File: src/sv/casp_pkg.sv
// Shared types, constants and fixed-point helpers of the cascaded angle/speed PID.
`default_nettype none
package casp_pkg;

    localparam int GAIN_W  = 24;
    localparam int ENC_W   = 13;
    localparam int W_W     = 17;
    localparam int ANG_W   = 25;
    localparam int MUL_A_W = 25;
    localparam int MUL_B_W = 34;
    localparam int PROD_W  = MUL_A_W + MUL_B_W;
    localparam int SHR_W   = PROD_W - 16;
    localparam int ACC_W   = 50;

    localparam logic signed [ANG_W-1:0] DEG_PER_COUNT = 25'sd2880;
    localparam logic signed [26:0] HALF_TURN_Q   = 27'sd11796480;
    localparam logic signed [26:0] FULL_TURN_Q   = 27'sd23592960;
    localparam logic signed [ANG_W-1:0] HOMED_LIM_Q = 25'sd196608;
    localparam logic signed [43:0] ANGLE_I_LIM_Q = 44'sd2621440;
    localparam logic signed [43:0] SPEED_I_LIM_Q = 44'sd196608000;
    localparam logic signed [ACC_W-1:0] SPEED_TGT_LIM_Q = 50'sd16384000;
    localparam logic signed [ACC_W-1:0] VOLT_LIM_Q      = 50'sd1638400000;
    localparam logic [W_W-1:0] Q_ONE = 17'd65536;

    typedef enum logic [2:0] {
        REG_ZERO_POSITION = 3'd0,
        REG_ANGLE_P_GAIN  = 3'd1,
        REG_ANGLE_I_GAIN  = 3'd2,
        REG_ANGLE_D_GAIN  = 3'd3,
        REG_SPEED_P_GAIN  = 3'd4,
        REG_SPEED_I_GAIN  = 3'd5,
        REG_SPEED_D_GAIN  = 3'd6,
        REG_FILTER_WEIGHT = 3'd7
    } casp_reg_t;

    typedef enum logic [4:0] {
        ST_IDLE, ST_ANGLE, ST_ERR,
        ST_FW_MUL, ST_FW_USE, ST_FF_MUL, ST_FF_USE, ST_FILT,
        ST_AP_MUL, ST_AP_USE, ST_AI_MUL, ST_AI_USE, ST_AD_MUL, ST_AD_USE,
        ST_TGT, ST_SERR,
        ST_SP_MUL, ST_SP_USE, ST_SI_MUL, ST_SI_USE, ST_SD_MUL, ST_SD_USE,
        ST_VOLT, ST_DONE
    } casp_state_t;

    typedef struct packed {
        logic        load;
        casp_state_t op;
        logic        out_load;
    } casp_cmd_t;

    // Shift right by 16 with truncation toward zero.
    function automatic logic signed [SHR_W-1:0] shr_q(input logic signed [PROD_W-1:0] p);
        logic signed [PROD_W-1:0] r;
        r = p + (p[PROD_W-1] ? PROD_W'(17'h0FFFF) : '0);
        return r[PROD_W-1:16];
    endfunction

endpackage
`default_nettype wire

File: src/sv/casp_ctrl.sv
// Sequencer of the control tick: steps the datapath and runs the handshakes.
`default_nettype none
module casp_ctrl (
    input  wire logic               aclk,
    input  wire logic               aresetn,
    input  wire logic               s_valid,
    output logic                    s_ready,
    output logic                    m_valid,
    input  wire logic               m_ready,
    output casp_pkg::casp_cmd_t     cmd
);
    import casp_pkg::*;

    casp_state_t state_reg, state_next;
    logic        m_valid_reg, m_valid_next;

    always_ff @(posedge aclk) begin
        if (!aresetn) begin
            state_reg   <= ST_IDLE;
            m_valid_reg <= 1'b0;
        end else begin
            state_reg   <= state_next;
            m_valid_reg <= m_valid_next;
        end
    end

    always_comb begin
        state_next   = state_reg;
        cmd.load     = 1'b0;
        cmd.op       = state_reg;
        cmd.out_load = 1'b0;
        s_ready      = 1'b0;
        case (state_reg)
            ST_IDLE: begin
                s_ready = 1'b1;
                if (s_valid) begin
                    cmd.load   = 1'b1;
                    state_next = ST_ANGLE;
                end
            end
            ST_DONE: begin
                // hold the finished word until the output slot frees
                if (!m_valid_reg || m_ready) begin
                    cmd.out_load = 1'b1;
                    state_next   = ST_IDLE;
                end
            end
            default: state_next = casp_state_t'(state_reg + 5'd1);
        endcase
        m_valid_next = (m_valid_reg && !m_ready) || cmd.out_load;
    end

    assign m_valid = m_valid_reg;

endmodule
`default_nettype wire

File: config.mk
export PLATFORM = sky130hd
export DESIGN_NAME = casp_ctrl
export DESIGN_NICKNAME = d
export VERILOG_FILES = /design/src/sv/casp_pkg.sv /design/src/sv/casp_ctrl.sv
export SDC_FILE = /design/constraint.sdc
export NUM_CORES = 1
export LEC_CHECK = 0
export ABC_AREA = 1
export BUFFER_PORTS_ARGS = -buffer_cell sky130_fd_sc_hd__buf_2
export CORE_AREA = 2 2 39 41
export CTS_CLUSTER_DIAMETER = 80
export DETAILED_ROUTE_END_ITERATION = 8
export DIE_AREA = 0 0 41 43
export GPL_TIMING_DRIVEN = 1
export HOLD_SLACK_MARGIN = 0.05
export PLACE_DENSITY_LB_ADDON = 0.15
export RECOVER_POWER = 100
export SLEW_MARGIN = 25
export SYNTH_ARGS = -nofsm -noshare
export SYNTH_HDL_FRONTEND = slang
export SYNTH_SLANG_ARGS = --single-unit
File: constraint.sdc
create_clock -name aclk -period 1.2 [get_ports aclk]
set_input_delay 0.24 -clock aclk [delete_from_list [all_inputs] [get_ports aclk]]
set_output_delay 0.24 -clock aclk [all_outputs]
set_load 0.01 [all_outputs]
==> impl_results.md, run 1 <==
* TritonRoute pass-1 iters at 4
* Layout Nets at just under 100
* Post-Syn Area at 398 µm²
* Part of the cycle the worst path needs at 1.14
* Final setup viols at 8
* Ant. Diodes at 0
* Peak VDD IR at about 0.00049 V
* Max_slew headroom at 0.861
* Clock buffer count from CTS at 3
* Clock power frac at 0.266
* Die height at 43 µm
* Antenna Nets Post-Route at 0
* Internal power at about 0.00047 W
* Status: finished, violations left
* Top-area cell type share of the netlist area at 0.302
* Combinational Power Share at 0.397
* GPL Wtd Cong at 0.720
* Kind of critical path: register to primary output
* HP Class: input pin to register
* Clk sink count at 6
* HPWL Detailed at 778 µm
* Max reg flops at 5
* Drt total wl at 1100 µm
* Ys Warns at 0
* Yosys reg bits at 6
* Initial DRC count at 4
* Initial Utilization at 0.288
* Die width at approximately 41 µm
* Min Tclk post-route at 1.36 ns
* Clk_lat worst skew at 0.24 ns
* Switching Share at 0.318
* Most frequent cells in the layout: nand2_2, buf_2, inv_1, nor2_1, buf_4
* I/O Pins at 13
* Maximum clock insertion buffer count at 2
* Mapped Nets at 67
* Main area contributors after synthesis: dfxtp_1, nand2_1, inv_1
* CP Data Arrival Time at between 1 and 1.5 ns
* Global-route wire length before repair at around 1700 µm
* PortBufs at 12
* All-Layer GR Usage at 0.150
* Pwr/cell area at a little under 1000 nW/µm²
* Grt total ovfl at 0
* CTS tree: built
* Synthesized instance count at 61
* Largest net degree at the start of global routing at 6
* Psw at 0.000217 W
* Initial antenna violation count at 0
* Crit end category: primary output
* Total power draw at 0.000684 W
* RSZ-0062 raised after global routing: true
* Violated checks: setup timing
* Max-Cap Viols at 0
* Max Slew Vio Count at 0
* CP startpoint kind: register
* Leakage power at 0.346 nW
* Area grow syn2layout at 76.1%
* Slew @ Worst Pin at 0.208 ns
* Clock Skews at 0.00412 ns
* H-tree depth at 1
* Sequential share of the synthesized area at 0.302
* Critical Path Fanout Max at 3
* Die Footprint at 1760 µm²
* Syn Area/Cell at 6.52 µm²
* Via density at 4.43
* Number of global-route vias before repair at about 430
* Core Footprint at 1380 µm²
* Power share of the sequential group at 0.337
* Synth area leader: dfxtp_1
* Placed cells at 96
* CTS clk-pin slew, worst paths at 0.05 ns
* Routed vias at around 470
* DR WL/cell at 10.5 µm
* FP Rows at 14
* Hold Violations, Final at 0
* Fin worst setup slack at -0.163 ns
* Max Fclk at 734 MHz
* Layout cell share with drive strength beyond 1 at 0.629
* Number of hold buffers added after cts at 0
* CP Data Required Time at 0.96 ns
* DR DRC count at 0
* Clock Tree Root: clkbuf_4
* Finished Layout Cells at about 110
* Post-synth cell types at 17
## power by group through the flow
stage / combinational [W] / sequential, W / clock [W]
3_3_place_gp: 0.000181 / 0.000226 / 0
2_1_floorplan: 0.0000928 / 0.000236 / 0
5_1_grt: 0.000295 / 0.000232 / 0.000209
6_report: 0.000271 / 0.000230 / 0.000182
4_1_cts: 0.000243 / 0.000229 / 0.000194
3_5_place_dp: 0.000179 / 0.000227 / 0
## cells in the mapped netlist
library cell  instances
nor2_1                9
ha_1                  2
a21oi_1               3
nand3_1               4
nor2_4                2
nor3_1                1
dfxtp_1               6
inv_2                 1
nor2_2                2
o21ai_0               1
nand2_1              12
clkinv_2              1
a21oi_2               1
nand2_2               3
inv_1                11
nand3_2               1
nand4_1               1
## critical path: stages, from the launching register on
cell	delay [ns]
dfxtp_4	0.37
ha_4	0.15
nand2_4	0.06
nor2_4	0.09
nand2_2	0.05
inv_1	0.04
buf_2	0.11
## layer usage
metal	vias to the layer above	GRT usage	share of wire
li1	247	-	-
met1	207	0.175	0.46
met2	9	0.222	0.49
met3	2	0.0471	0.034
met4	0	0.100	0.011
met5	-	0	0
## metrics by stage
stage               instance area, µm²   util  TNS (ns)  hold WS (ns)  setup WS (ns)
floorplan                          400      -         0         0.422        0.00730
global placement                   533  0.385   -0.0334         0.562        -0.0299
detailed placement                 533  0.385   -0.0545         0.561        -0.0545
CTS                                662  0.478    -0.621         0.302         -0.206
global route                       701  0.506     -1.03         0.325         -0.231
finish                             701  0.506    -0.543         0.323         -0.163
## layout make-up
type / count / area [µm²]
multi-input cells: 42 / 307
fillers: 147 / 683
flip-flops and latches: 6 / 128
inverters: 13 / 50.0
well taps: 16 / 20.0
repair buffers: 25 / 174
clock buffers: 3 / 22.5
## cells by family (layout without fill, tap and decap cells)
group | after synthesis | in the layout | share of synthesized area
AOI/OAI and AO/OA | 5 | 5 | 0.0723
DFF | 6 | 6 | 0.302
buffers and inverters | 13 | 41 | 0.126
and+or+nand+nor | 35 | 35 | 0.437
adders and majority gates | 2 | 2 | 0.0629
## repair_timing
action	in CTS	in global routing
pin swaps	7	8
buffers inserted	7	1
setup endpoints to repair	3	10
resized for setup	13	17
## worst paths after layout
kind | start | end | slack (ns) | cells after the start
hold reg to reg | m_valid | state_reg[4] | 0.61 | 4
setup / recovery | state_reg[0] | cmd[0] | -0.16 | 6
hold / removal | aresetn | state_reg[0] | 0.32 | 5
setup reg to reg | state_reg[1] | state_reg[0] | -0.06 | 9
No activity file was read; power rests on OpenSTA's default activity.
==> run 2, diff against run 1 <==
--- a/config.mk
+++ b/config.mk
@@ -8,12 +8,13 @@
 export ABC_AREA = 1
 export BUFFER_PORTS_ARGS = -buffer_cell sky130_fd_sc_hd__buf_2
-export CORE_AREA = 2 2 39 41
+export CORE_AREA = 10 10 47 49
 export CTS_CLUSTER_DIAMETER = 80
 export DETAILED_ROUTE_END_ITERATION = 8
-export DIE_AREA = 0 0 41 43
+export DIE_AREA = 0 0 57 59
 export GPL_TIMING_DRIVEN = 1
 export HOLD_SLACK_MARGIN = 0.05
 export PLACE_DENSITY_LB_ADDON = 0.15
 export RECOVER_POWER = 100
+export SETUP_SLACK_MARGIN = 0.3
 export SLEW_MARGIN = 25
 export SYNTH_ARGS = -nofsm -noshare
==> constraint.sdc (replaced) <==
create_clock -name aclk -period 1.2 [get_ports aclk]
set_input_delay 0.18 -clock aclk [delete_from_list [all_inputs] [get_ports aclk]]
set_output_delay 0.18 -clock aclk [all_outputs]
set_load 0.01 [all_outputs]
==> impl_results.md, run 2 (synthesis results as in run 1) <==
* Status: finished, violations left
* RSZ-0062 raised after global routing: true
* Most common cell after layout, fill and taps aside: buf_6
* Area grow syn2layout at 87.4%
* CP startpoint kind: register
* Number of global-route vias before repair at 471
* Via density at 4.39
* Clk_lat worst skew at 0.24 ns
* Fin worst setup slack at -0.109 ns
* Pwr/cell area at a little over 900 nW/µm²
* Hold Slack at roughly 0.26 ns
* Setup TNS at -0.357 ns
* Min Tclk post-route at 1.31 ns
* HP Class: input pin to register
* CP Data Arrival Time at 1.13 ns
* Hold Violations, Final at 0
* Initial DRC count at 1
* Die width at roughly 57 µm
* DR WL/cell at 11.8 µm
* Layout cell share with drive strength beyond 1 at 0.674
* CTS tree: built
* Leakage power at 0.347 nW
* DR DRC count at 0
* Final setup viols at 7
* Peak VDD IR at about 0.00066 V
* Largest net degree at the start of global routing at 6
* Layout Nets at 93
* Max Fclk at 764 MHz
* Grt total ovfl at 0
* Maximum clock insertion buffer count at 2
* Die Footprint at 3360 µm²
* Kind of critical path: register to primary output
* Slew @ Worst Pin at ~0.26 ns
* Clock Tree Root: clkbuf_4
* Clock buffer count from CTS at 3
* PortBufs at 12
* Drt total wl at 1210 µm
* H-tree depth at 1
* CTS clk-pin slew, worst paths at around 0.04 ns
* Die height at between 50 and 60 µm
* Initial antenna violation count at 0
* Max reg flops at 5
* Final core utilization at 0.532
* Part of the cycle the worst path needs at 1.09
* Finished Layout Cells at 102
* GPL Wtd Cong at 0.755
* I/O Pins at 13
* CP Data Required Time at 1.02 ns
* Antenna Nets Post-Route at 0
* Max-Cap Viols at 0
* Core Footprint at between 1000 and 1500 µm²
* All-Layer GR Usage at 0.0802
* Global-route wire length before repair at 2170 µm
* Critical Path Fanout Max at 3
* Most frequent cells in the layout: buf_6, inv_1, nand2_1, nor2_1, nand2_2
* Violated checks: setup timing
* Clock Skews at a little under 0.008 ns
* Crit end category: primary output
* Routed vias at roughly 450
* Max_slew headroom at 0.830
* Placed cells at 92
* Max Slew Vio Count at 0
* Ant. Diodes at 0
* Clk sink count at 6
* Initial Utilization at 0.284
* Total power draw at 0.000696 W
* FP Rows at 14
* TritonRoute pass-1 iters at 2
* HPWL Detailed at 900 µm
## run 2: cell count changes in the layout (fill, tap and decap cells not counted), moves of 2 or more
cell	before	now
buf_4	8	5
nand2_2	9	6
a21oi_2	2	4
dfxtp_1	4	0
a21oi_1	2	0
dfxtp_2	0	2
dfxtp_4	2	4
buf_6	5	11
nand2_1	4	7
buf_2	9	5
nor2_4	2	4
## run 2: final timing paths
| path | startpoint | end | slack [ns] | cells after the start |
|---|---|---|---|---|
| worst max-delay path | m_valid | cmd[0] | -0.11 | 6 |
| worst min-delay path | m_ready | m_valid | 0.26 | 4 |
| worst max register to register | state_reg[1] | state_reg[0] | -0.04 | 9 |
| worst min register to register | m_valid | m_valid | 0.61 | 4 |
## run 2: layer usage
metal  vias to the layer above  share of wire  track usage
met5                         -              0            0
met4                         0         0.0075       0.0503
met3                         2          0.064       0.0322
met2                         7           0.49        0.124
met1                       204           0.43       0.0897
li1                        235              -            -
## run 2: report_power, final
group | internal, W | switching (W) | total (W)
Sequential | 0.000210 | 0.0000178 | 0.000228
Clock | 0.000126 | 0.0000713 | 0.000197
Combinational | 0.000144 | 0.000128 | 0.000271
Total | 0.000479 | 0.000217 | 0.000696
## run 2: final cells by class
cell class | count | area, µm²
Clock buffer | 4 | 26.3
Fill cell | 153 | 656
Inverter | 13 | 56.3
Multi-Input combinational cell | 42 | 319
Sequential cell | 6 | 138
Tap cell | 16 | 20.0
Timing Repair Buffer | 21 | 186
## run 2: worst max-delay path, cell delays in order (launching register included)
cell     delay, ns
dfxtp_2       0.32
inv_1         0.05
nor2_2        0.21
inv_1         0.09
nand2_2       0.08
inv_2         0.03
buf_6         0.11
## run 2: what timing repair did
action | CTS | global route
pin swaps | 10 | 9
endpoints found under the setup margin | 14 | 15
cloned | 0 | 0
hold buffers | 0 | 0
gates resized for setup | 21 | 8
buffers inserted | 6 | 0
## run 2: through the flow
| step | instance area [µm²] | setup slack, ns |
|---|---|---|
| after floorplan | 457 | 0.115 |
| after global placement | 559 | 0.0384 |
| after detailed placement | 559 | 0.0364 |
| after CTS | 722 | -0.140 |
| after global routing | 746 | -0.162 |
| final | 746 | -0.109 |
